**src/sv/slfr_pkg.sv**
```systemverilog
package slfr_pkg;
  localparam int LongLag = 55;
  localparam int ShortLag = 21;
  localparam int MixOffset = 30;
  localparam int MixPasses = 4;
  localparam logic [31:0] Mseed = 32'd161803398;
  localparam logic [31:0] Mbig = 32'h7FFF_FFFF;
  localparam logic [31:0] WideDiv = 32'hFFFF_FFFD;
  localparam logic [31:0] WideBias = 32'h7FFF_FFFE;

  typedef enum logic [1:0] {
    OpSeed = 2'd0,
    OpRaw = 2'd1,
    OpBounded = 2'd2,
    OpNone = 2'd3
  } op_e;

  typedef enum logic [3:0] {
    StIdle, StLoad, StMix, StFinal, StDraw1, StDraw2, StMul, StDiv, StOut
  } state_e;

  typedef struct packed {
    logic        shift;
    logic        load;
    logic [31:0] load_word;
  } ring_ctl_t;

  function automatic logic [31:0] fold(input logic [31:0] x);
    fold = x[31] ? x + Mbig : x;
  endfunction
endpackage

```
**src/sv/slfr_cell.sv**
```systemverilog
module slfr_cell (
  input  logic        clk_i,
  input  logic        en_i,
  input  logic [31:0] d_i,
  output logic [31:0] q_o
);
  logic [31:0] word_q;

  always_ff @(posedge clk_i) begin
    if (en_i) begin
      word_q <= d_i;
    end
  end

  assign q_o = word_q;
endmodule

```
**src/sv/slfr_ring.sv**
```systemverilog
module slfr_ring
  import slfr_pkg::*;
(
  input  logic                clk_i,
  input  slfr_pkg::ring_ctl_t ctl_i,
  output logic [31:0]         head_o,
  output logic [31:0]         tap_o,
  output logic [31:0]         mix_o
);
  logic [31:0] word [LongLag];

  for (genvar g = 0; g < LongLag; g++) begin : g_cell
    logic [31:0] d;
    if (g == LongLag - 1) begin : g_tail
      assign d = ctl_i.load ? ctl_i.load_word : word[0];
    end else begin : g_body
      assign d = word[g + 1];
    end
    slfr_cell u_cell (
      .clk_i(clk_i),
      .en_i (ctl_i.shift),
      .d_i  (d),
      .q_o  (word[g])
    );
  end

  assign head_o = word[0];
  assign tap_o  = word[ShortLag];
  assign mix_o  = word[MixOffset + 1];
endmodule

```
**config.mk**
```make
export PLATFORM = sky130hd
export DESIGN_NAME = slfr_ring
export DESIGN_NICKNAME = d
export VERILOG_FILES = /design/src/sv/slfr_pkg.sv /design/src/sv/slfr_cell.sv /design/src/sv/slfr_ring.sv
export SDC_FILE = /design/constraint.sdc
export NUM_CORES = 1
export LEC_CHECK = 0
export ABC_AREA = 1
export BUFFER_PORTS_ARGS = -buffer_cell sky130_fd_sc_hd__clkbuf_2
export CAP_MARGIN = 30
export CORE_MARGIN = 4
export CORE_UTILIZATION = 45
export DETAILED_ROUTE_END_ITERATION = 6
export GPL_TIMING_DRIVEN = 0
export SETUP_SLACK_MARGIN = 0.15
export SLEW_MARGIN = 30
export SYNTH_ARGS = -nofsm -noshare
export SYNTH_HDL_FRONTEND = slang
export SYNTH_SLANG_ARGS = --single-unit
```
**constraint.sdc**
```tcl
create_clock -name clk_i -period 1.2 [get_ports clk_i]
set_input_delay 0.06 -clock clk_i [delete_from_list [all_inputs] [get_ports clk_i]]
set_output_delay 0.06 -clock clk_i [all_outputs]
set_load 0.02 [all_outputs]
```
==> flow_summary_export.csv <==
group,metric,value,unit
run_status,failing_checks,"negative hold slack, negative setup slack",
floorplanning,fp.dieW,352,µm
hold_path,hold_path_class,"primary input to flip-flop",
sta,setup-violations-final,109,
setup_path,reg2reg_from,"g_cell[0].u_cell.q_o[27]",
sta,post-route-worst-setup-slack,-0.383,ns
layout,final_layout_size_suffix_gt1_share,23.1,%
global_route,grt_first_pass_wirelength,115000,µm
setup_path,timing.reg2reg.worst_path_depth,4,
route,final_routed_wirelength_across_all_metal_layers,75600,µm
power,vdd.ir_drop.worst,1.31,mV
floorplanning,io_pins,131,
clocking,cts_tree,"done",
logic_synthesis,leading_cell_types_by_total_area_after_synthesis,"edfxtp_1, nand2_1, nand2_2, clkbuf_8, buf_6",
hold_path,whs_path_depth,1,
logic_synthesis,mappedNetlistArea,53300,µm²
logic_synthesis,synthDominantCellAreaShare,99.1,%
sta,timing_hold_violations_final,43,
sta,setup_repair_after_global_routing_missed_its_margin,"true",
floorplanning,num_rows,126,
clocking,ctsLongestPathBuffers,3,
route,detail_route.first_pass.iterations,5,
route,dr_total_vias,19200,
route,drc,0,
setup_path,critical_path.top_delay_family,"flip-flops",
setup_path,timing.critical_path.cells,"clkbuf_8",
logic_synthesis,seq_area_frac_synth,99.1,%
global_route,overflow,0,
place,globalplace.congestion,0.707,
power,p_leak,0.0228,µW
sta,post-route-period-util,132,%
setup_path,critical_path_start_type,"flip-flop",
clocking,clock_sink_count,1760,
hold_path,min_delay_worst_endpoint,"g_cell[35].u_cell.q_o[10]",
hold_path,worst_hold_startpoint,"ctl_i[33]",
setup_path,reg2reg_to,"g_cell[54].u_cell.q_o[27]",
layout,diodes,0,
logic_synthesis,synthDistinctLibCells,7,
sta,maxSlewHeadroom,47.6,%
layout,multiInputGateArea,478,µm²
setup_path,endpoint_kind,"primary output",
route,drtAntennaViolNets,0,
setup_path,critPathMaxStageDelay,0.54,ns
floorplanning,design.die.area,124000,µm²
power,total_power,127000,µW
global_route,grt_start_max_net_pins,96,
route,initialDrtViolationCount,1745,
floorplanning,initial_utilization,45.2,%
clocking,cts-buffers-inserted,170,
layout,final-seq-area,52900,µm²
global_route,vias_in_the_first_global_route,19100,
logic_synthesis,synth_fp_nets,1899,
setup_path,crit_slowest_cell,"edfxtp_1",
logic_synthesis,synthesis_warnings,0,
flow_run,number_of_max_cap_violations,0,
layout,nFillCells,8485,
clocking,clk_pin_slew,0.06,ns
layout,largest_reg_flops,1760,
place,io_buffers,129,
setup_path,worstPathMaxFanout,2,
setup_path,worst_ep_arrival_time,1.52,ns
sta,holdWs,-0.253,ns
route,vias_per_cell,4.71,
clocking,htree_num_levels,4,
power,power-per-cell-area,1940,nW/µm²
floorplanning,floorplan.core_area,118000,µm²
global_route,grt_util_all_layers,12.0,%
sta,min_period,1.58,ns
layout,finish.net_count,2447,
setup_path,crit_buf_inv,1,
sta,timing.clock.skew,0.0295,ns
route,routed_wire_length_per_instance,18.5,µm
logic_synthesis,ys_ff_latch,1760,
floorplanning,die_h,352,µm
setup_path,required_time_of_the_critical_path,1.14,ns
logic_synthesis,post-synth-top-area-cell,"edfxtp_1",
clocking,clock_latency,0.76,ns
layout,final_core_area_utilization,55.7,%
sta,worst_margin_slew,0.783,ns
layout,areaGrowthSynthToFinish,23.1,%
clocking,ctsRootBufferMaster,"clkbuf_16",
sta,number_of_pins_exceeding_their_max_slew_limit_in_the_final_report,0,
logic_synthesis,syn_inst,1864,
setup_path,r2r_setup_slack,0.01,ns
setup_path,critPathKind,"flip-flop to primary output",
global_route,antenna_violations_before_repair,12,
run_status,run_status,"finished with violations",
place,place_hpwl,32500,µm
logic_synthesis,syn_avg_cell_area,28.6,µm²
sta,maximum_frequency_from_static_timing_analysis,632,MHz
[layout by cell type, fill, tap and decap left out]
cell            netlist  final
buf_12                1      5
buf_16                0     30
buf_2                 0      5
buf_4                 0     94
buf_6                 3     99
buf_8                 0      3
bufbuf_16             0     25
bufinv_16             0     13
clkbuf_1              0     25
clkbuf_16             0    184
clkbuf_2              0     32
clkbuf_8              3      7
clkinv_1              0     41
clkinv_16             0      5
clkinv_2              0     34
clkinv_4              0      1
clkinv_8              0      6
clkinvlp_4            0     10
dlygate4sd3_1         0     67
dlymetal6s4s_1        0      3
edfxtp_1           1760   1760
inv_16                0      1
inv_6                 0      5
inv_8                 1      1
nand2_1              86     67
nand2_2              10     20
nand2_4               0      9
[power by group]
group	total [µW]	switching, µW	internal [µW]
Sequential	72600	1020	71600
Clock	51300	22100	29200
Combinational	3430	1910	1520
[per-layer routing]
metal / track usage (%) / part of all wire (%) / wire, µm
met1: 19.1 / 50 / 37400
met5: 0 / 0 / 0
met3: 3.05 / 5.4 / 4050
met4: 5.03 / 2.8 / 2140
met2: 15.7 / 42 / 32000
[Yosys cell counts]
cell / instances
buf_12: 1
buf_6: 3
clkbuf_8: 3
edfxtp_1: 1760
inv_8: 1
nand2_1: 86
nand2_2: 10
[stage by stage]
stage / hold slack (ns) / TNS, ns / std cells / setup WS [ns] / instance area [µm²]
floorplan: 0.172 / 0 / 1864 / 0.329 / 53300
global placement: 0.351 / - / 3529 / -28.51 / 55900
detailed placement: 0.343 / -1869.72 / 3550 / -2.60 / 56500
CTS: -0.349 / -29.01 / 4033 / -0.477 / 64400
global route: -0.313 / -28.88 / 4088 / -0.493 / 65700
finish: -0.253 / -19.23 / 4088 / -0.383 / 65700
[how the worst max path moves through the flow]
stage	from	slack, ns	end	cells past startpoint
final	g_cell[0].u_cell.q_o[27]	-0.38	head_o[27]	1
after global routing	g_cell[0].u_cell.q_o[27]	-0.49	head_o[27]	1
after floorplan	g_cell[0].u_cell.q_o[0]	0.33	g_cell[54].u_cell.q_o[0]	2
after detailed placement	ctl_i[33]	-2.60	g_cell[26].u_cell.q_o[18]	8
after CTS	g_cell[0].u_cell.q_o[27]	-0.48	head_o[27]	1
after global placement	ctl_i[33]	-28.51	g_cell[28].u_cell.q_o[19]	1
[final cells by class]
class	count	area share (%)
Sequential cell	1760	80.5
Timing Repair Buffer	376	7.35
Clock buffer	196	6.66
Tap cell	1536	2.93
Clock inverter	116	1.69
Multi-Input combinational cell	96	0.728
Buffer	7	0.145
Inverter	1	0.0171
[cells by family after synthesis]
family / share of synthesized area [%]
buf+inv: 0.199
flops: 99.1
simple gates: 0.722
[timing repair]
| action | in CTS | in global routing |
|---|---|---|
| pin swaps | 1 | 8 |
| endpoints found under the hold margin | 264 | 49 |
| hold buffers | 71 | 1 |
| resized for setup | 48 | 279 |
| endpoints found under the setup margin | 1159 | 729 |
| cloned | 36 | 12 |
| setup buffers | 64 | 42 |
Power figures use the tool's default switching activity.
