==> config.mk <==
export PLATFORM = sky130hd
export DESIGN_NAME = slfr_divider
export DESIGN_NICKNAME = d
export VERILOG_FILES = /design/src/sv/slfr_pkg.sv /design/src/sv/slfr_divider.sv
export SDC_FILE = /design/constraint.sdc
export NUM_CORES = 1
export LEC_CHECK = 0
export BUFFER_PORTS_ARGS = -buffer_cell sky130_fd_sc_hd__buf_2
export CORE_UTILIZATION = 35
export CTS_BUF_LIST = sky130_fd_sc_hd__clkbuf_8
export CTS_CLUSTER_DIAMETER = 40
export CTS_CLUSTER_SIZE = 24
export DETAILED_ROUTE_END_ITERATION = 10
export GPL_TIMING_DRIVEN = 1
export HOLD_SLACK_MARGIN = 0.12
export PLACE_DENSITY = 0.59
export REMOVE_ABC_BUFFERS = 1
export SYNTH_ARGS = -nofsm -noshare
export SYNTH_HDL_FRONTEND = slang
export SYNTH_SLANG_ARGS = --single-unit
==> constraint.sdc <==
create_clock -name clk_i -period 3.3 [get_ports clk_i]
set_input_delay 0.33 -clock clk_i [delete_from_list [all_inputs] [get_ports clk_i]]
set_output_delay 0.33 -clock clk_i [all_outputs]
set_load 0.01 [all_outputs]
==> src/sv/slfr_pkg.sv <==
package slfr_pkg;
  localparam int LongLag = 55;
  localparam int ShortLag = 21;
  localparam int MixOffset = 30;
  localparam int MixPasses = 4;
  localparam logic [31:0] Mseed = 32'd161803398;
  localparam logic [31:0] Mbig = 32'h7FFF_FFFF;
  localparam logic [31:0] WideDiv = 32'hFFFF_FFFD;
  localparam logic [31:0] WideBias = 32'h7FFF_FFFE;

  typedef enum logic [1:0] {
    OpSeed = 2'd0,
    OpRaw = 2'd1,
    OpBounded = 2'd2,
    OpNone = 2'd3
  } op_e;

  typedef enum logic [3:0] {
    StIdle, StLoad, StMix, StFinal, StDraw1, StDraw2, StMul, StDiv, StOut
  } state_e;

  typedef struct packed {
    logic        shift;
    logic        load;
    logic [31:0] load_word;
  } ring_ctl_t;

  function automatic logic [31:0] fold(input logic [31:0] x);
    fold = x[31] ? x + Mbig : x;
  endfunction
endpackage

==> src/sv/slfr_divider.sv <==
module slfr_divider
  import slfr_pkg::*;
(
  input  logic        clk_i,
  input  logic        rst_ni,
  input  logic        start_i,
  input  logic        wide_i,
  input  logic [63:0] num_i,
  output logic        done_o,
  output logic [31:0] quot_o
);
  logic [2:0]  stage_q;
  logic        wide_q;
  logic [63:0] num_q;
  logic [31:0] q0_q, quot_q;
  logic [33:0] r0_q, r1_q;
  logic [31:0] q0_d;
  logic [33:0] r0_d, r1_d;
  logic [2:0]  q1;
  logic        round_up;

  // The divisor is 2^k - c, so 2^k folds back as c.
  always_comb begin
    if (wide_q) begin
      q0_d = num_q[63:32];
      r0_d = {2'b00, num_q[31:0]} + {2'b00, q0_d} + {1'b0, q0_d, 1'b0};
      q1   = {1'b0, r0_q[33:32]};
      r1_d = {2'b00, r0_q[31:0]} + {31'd0, q1} + {30'd0, q1, 1'b0};
    end else begin
      q0_d = num_q[62:31];
      r0_d = {3'b000, num_q[30:0]} + {2'b00, q0_d};
      q1   = r0_q[33:31];
      r1_d = {3'b000, r0_q[30:0]} + {31'd0, q1};
    end
  end

  always_ff @(posedge clk_i or negedge rst_ni) begin
    if (!rst_ni) begin
      stage_q <= '0;
    end else begin
      stage_q <= {stage_q[1:0], start_i};
    end
  end

  always_ff @(posedge clk_i) begin
    if (start_i) begin
      num_q  <= num_i;
      wide_q <= wide_i;
    end
    if (stage_q[0]) begin
      q0_q <= q0_d;
      r0_q <= r0_d;
    end
    if (stage_q[1]) begin
      quot_q <= q0_q + {29'd0, q1};
      r1_q   <= r1_d;
    end
  end

  assign round_up = wide_q ? (r1_q >= {2'b00, WideDiv}) : (r1_q >= {2'b00, Mbig});
  assign done_o   = stage_q[2];
  assign quot_o   = quot_q + {31'd0, round_up};
endmodule

==> results_tabular.tex <==
\begin{tabular}{lr}
\hline
Metric & Value \\
\hline
\multicolumn{2}{l}{\textbf{Synthesis}} \\
Commonest cells in the synthesized netlist & sky130\_fd\_sc\_hd\_\_edfxtp\_1, sky130\_fd\_sc\_hd\_\_nand2\_1, sky130\_fd\_sc\_hd\_\_xnor2\_1 \\
Most common cell in the netlist & sky130\_fd\_sc\_hd\_\_edfxtp\_1 \\
Unique cell type count in the Yosys netlist & 75 \\
Mean post-synth cell area & 11.4 µm² \\
Flip-flop cell with the highest count after synthesis & sky130\_fd\_sc\_hd\_\_edfxtp\_1 \\
Area leader, netlist & sky130\_fd\_sc\_hd\_\_edfxtp\_1 \\
Number of instances in the synthesized netlist & 1113 \\
Leading post-synthesis cells by cell area & sky130\_fd\_sc\_hd\_\_edfxtp\_1, sky130\_fd\_sc\_hd\_\_ha\_1, sky130\_fd\_sc\_hd\_\_xnor2\_1, sky130\_fd\_sc\_hd\_\_fa\_1, sky130\_fd\_sc\_hd\_\_xor2\_1 \\
Cell area after technology mapping & 12700 µm² \\
Number of enable flip-flop cells after synthesis & 196 \\
Sequential cell area fraction in the yosys report & 46.8\% \\
Async SR Flop Fraction & 1.51\% \\
Fraction of post-synthesis cell area in the top cell type by area & a little under half \\
Number of register bits inferred by synthesis & 199 \\
Yosys synthesis warning count & 0 \\
\multicolumn{2}{l}{\textbf{Worst setup path}} \\
List of cells traversed by the critical path & nand4\_1 > nor4\_4 > nand3\_4 > nand2\_4 > ha\_4 > ha\_4 > and2\_4 > nand4\_1 > nor2\_1 > buf\_4 > and3\_4 > nor2b\_4 > nor2b\_4 > nand2\_2 > xnor2\_2 > buf\_2 \\
Count of cells along the worst register-to-register path & 15 \\
Start-to-end type of the worst setup path & flip-flop to output pin \\
Signal arrival time at the worst endpoint & 3.22 ns \\
Startpoint of the most critical register-to-register path & num\_q[1] \\
CP endpoint kind & output pin \\
Endpoint of the lowest-slack register-to-register path & r0\_q[27] \\
Total buffers and inverters traversed by the critical path & 2 \\
Worst setup slack for register-to-register paths & 0 ns \\
Required time of the critical path & 2.97 ns \\
Dominant delay contributor by cell family on the critical path & simple AND/OR/NAND/NOR gates \\
Highest cell delay on the worst timing path & 0.37 ns \\
Category of the worst setup path launch point & flip-flop \\
Maximum net fanout on the critical path & 2 \\
Max stage delay cell, worst path & sky130\_fd\_sc\_hd\_\_nor4\_4 \\
\multicolumn{2}{l}{\textbf{Layout}} \\
Final core utilization & 45.4\% \\
Number of non-filler instances in the completed layout & 1873 \\
Number of nets in the final layout & roughly 1.6k \\
Fraction of layout instances using a drive strength above 1 & between 20\% and 30\% \\
Number of fill cells in the layout & 3296 \\
Area Growth Syn to Fin & 27.1\% \\
\multicolumn{2}{l}{\textbf{Detailed routing}} \\
Pre-antenna DRT Iters & 8 \\
Total number of vias & 9428 \\
Number of vias per cell & 5.03 \\
Post-Route WL & 29700 µm \\
Post-detailed-route DRC marker count & 8 \\
Initial drt markers & $\sim$500 \\
Avg WL per Cell & 15.8 µm \\
Antenna viol nets, final & 0 \\
\multicolumn{2}{l}{\textbf{Placed design}} \\
Number of placed cells counting well taps & 1756 \\
Place WS & -0.251 ns \\
Half-perimeter wire length after placement & 23200 µm \\
Count of buffers from port buffering & 100 \\
Gp weighted congestion & just over 0.8 \\
\multicolumn{2}{l}{\textbf{Global route}} \\
Initial antenna violation count & 1 \\
Overall track demand over capacity in global routing & 16.5\% \\
Vias in the first global route & 9389 \\
Grt total ovfl & 0 \\
Global-route wire length before repair & 47600 µm \\
Pin count of the biggest net entering global routing & 48 \\
\multicolumn{2}{l}{\textbf{Timing}} \\
Worst clock skew on the final layout & 0.0108 ns \\
Worst-case headroom to the max-slew limit & 41.5\% \\
Final Setup Violations & 16 \\
Tcrit/Tclk final & 108\% \\
Pins Over Slew Limit & 0 \\
Final-layout worst hold slack & 0.161 ns \\
Transition at the pin with the smallest max-transition slack & 0.877 ns \\
RSZ-0062 raised after global routing & yes \\
Highest achievable clock rate & around 280 MHz \\
Min cycle time layout & around 3.5 ns \\
Worst setup slack after layout & -0.249 ns \\
Hold Vio Cnt, Final & 0 \\
\multicolumn{2}{l}{\textbf{Power}} \\
Leakage Power & roughly 6.3 nW \\
PnR Total Power & 8.42 mW \\
Max IR drop VDD & 224 µV \\
Pwr dens & 520 nW/µm² \\
\multicolumn{2}{l}{\textbf{Clock network}} \\
Clk root buf & sky130\_fd\_sc\_hd\_\_clkbuf\_8 \\
Clock latency reported for the late side of the worst-skew pair & 0.48 ns \\
Maximum clock path buffer count & 2 \\
Number of H-tree levels & 4 \\
Clock-pin slew of the registers on the worst-case setup and hold paths & 0.10 ns \\
Sinks on the clock net & a little under 200 \\
Clock tree from TritonCTS & yes \\
Number of buffers created by CTS & 17 \\
\multicolumn{2}{l}{\textbf{Floorplan}} \\
Total number of placement rows & 69 \\
Area of the die & 37100 µm² \\
Die X & 193 µm \\
Core region area & 35700 µm² \\
Starting density of the core & 35.7\% \\
Die outline height & 193 µm \\
I/O Pins & 101 \\
\multicolumn{2}{l}{\textbf{Status}} \\
Result of the run & finished, violations left \\
Failing checks & DRC, setup timing \\
\multicolumn{2}{l}{\textbf{Flow run}} \\
Max cap viols & 0 \\
\multicolumn{2}{l}{\textbf{Worst hold path}} \\
Class of the tightest hold or removal check & primary input to asynchronous set/reset pin \\
\hline
\end{tabular}
==> timing repair <==
item,4_1_cts,5_1_grt
pin swaps,23,39
setup buffers,5,13
hold endpoints to repair,68,0
setup endpoints to repair,26,43
cloned,0,0
hold buffers,66,0
resized for setup,36,64
==> cell type report <==
| type | count | area (µm²) | area share (%) |
|---|---|---|---|
| well taps | 461 | 577 | 3.57 |
| clock inverters | 15 | 156 | 0.967 |
| inverters | 28 | 105 | 0.650 |
| multi-input cells | 863 | 7010 | 43.4 |
| flip-flops and latches | 199 | 5960 | 36.9 |
| repair buffers | 289 | 2120 | 13.1 |
| diodes | 1 | 2.50 | 0.0155 |
| clock buffers | 17 | 234 | 1.45 |
==> layout by cell type (no fill, tap or decap), types with 29 or more instances in the layout <==
cell,Yosys,layout
sky130_fd_sc_hd__edfxtp_1,196,196
sky130_fd_sc_hd__buf_4,0,115
sky130_fd_sc_hd__buf_2,4,100
sky130_fd_sc_hd__nand2_1,101,96
sky130_fd_sc_hd__xnor2_1,89,82
sky130_fd_sc_hd__ha_1,78,73
sky130_fd_sc_hd__nor2_1,74,69
sky130_fd_sc_hd__a21oi_1,77,67
sky130_fd_sc_hd__dlygate4sd3_1,0,66
sky130_fd_sc_hd__xor2_1,49,48
sky130_fd_sc_hd__o21ai_0,45,39
sky130_fd_sc_hd__nand3_1,46,37
sky130_fd_sc_hd__fa_1,37,36
sky130_fd_sc_hd__mux2_2,36,34
sky130_fd_sc_hd__nand4_1,32,32
sky130_fd_sc_hd__inv_1,28,29
sky130_fd_sc_hd__a21o_1,29,29
==> per-stage QoR <==
stage	setup TNS (ns)	instance area, µm²
final	-2.50	16200
after global routing	-7.48	16200
after detailed placement	-1.49	14500
after CTS	-3.07	15800
after floorplan	-71.67	12600
after global placement	-1.16	14500
==> where the power goes <==
group / switching (mW) / internal, mW
logic: 1.70 / 1.56
clock network: 0.893 / 0.682
registers: 0.315 / 3.26
total: 2.91 / 5.51
==> worst max path at each step <==
stage,startpoint,end,slack [ns],cells past startpoint
6_report,r1_q[2],quot_o[28],-0.25,16
5_1_grt,r1_q[21],quot_o[28],-0.52,17
4_1_cts,r1_q[22],quot_o[28],-0.35,17
3_5_place_dp,num_q[1],r0_q[27],-0.25,15
3_3_place_gp,num_q[1],r0_q[27],-0.24,15
2_1_floorplan,wide_q,quot_q[29],-1.61,12
==> sequential cells by signal, indices dropped and copies added, names as in the netlist <==
register	count
quot_q	32
stage_q	3
num_q	64
q0_q	32
r0_q	34
r1_q	33
wide_q	1
==> layer usage <==
layer / part of all wire, % / track usage [%] / routed length, µm
met2: 48 / 27.4 / 14100
met3: 4.4 / 2.33 / 1300
met1: 46 / 22.2 / 13700
met5: 0 / 0 / 0
met4: 1.6 / 5.24 / 487
==> logic make-up (layout without fill, tap and decap cells) <==
| kind of cell | count (synthesis) | after routing | synth area share (%) |
|---|---|---|---|
| mux | 40 | 40 | 3.50 |
| other cells | 0 | 1 | 0 |
| xor+xnor | 138 | 138 | 9.50 |
| compound gates | 239 | 239 | 12.3 |
| flops | 199 | 199 | 46.8 |
| buf+inv | 51 | 349 | 1.61 |
| simple gates | 331 | 331 | 12.8 |
| fa+ha+maj | 115 | 115 | 13.5 |
Power figures use the tool's default switching activity.
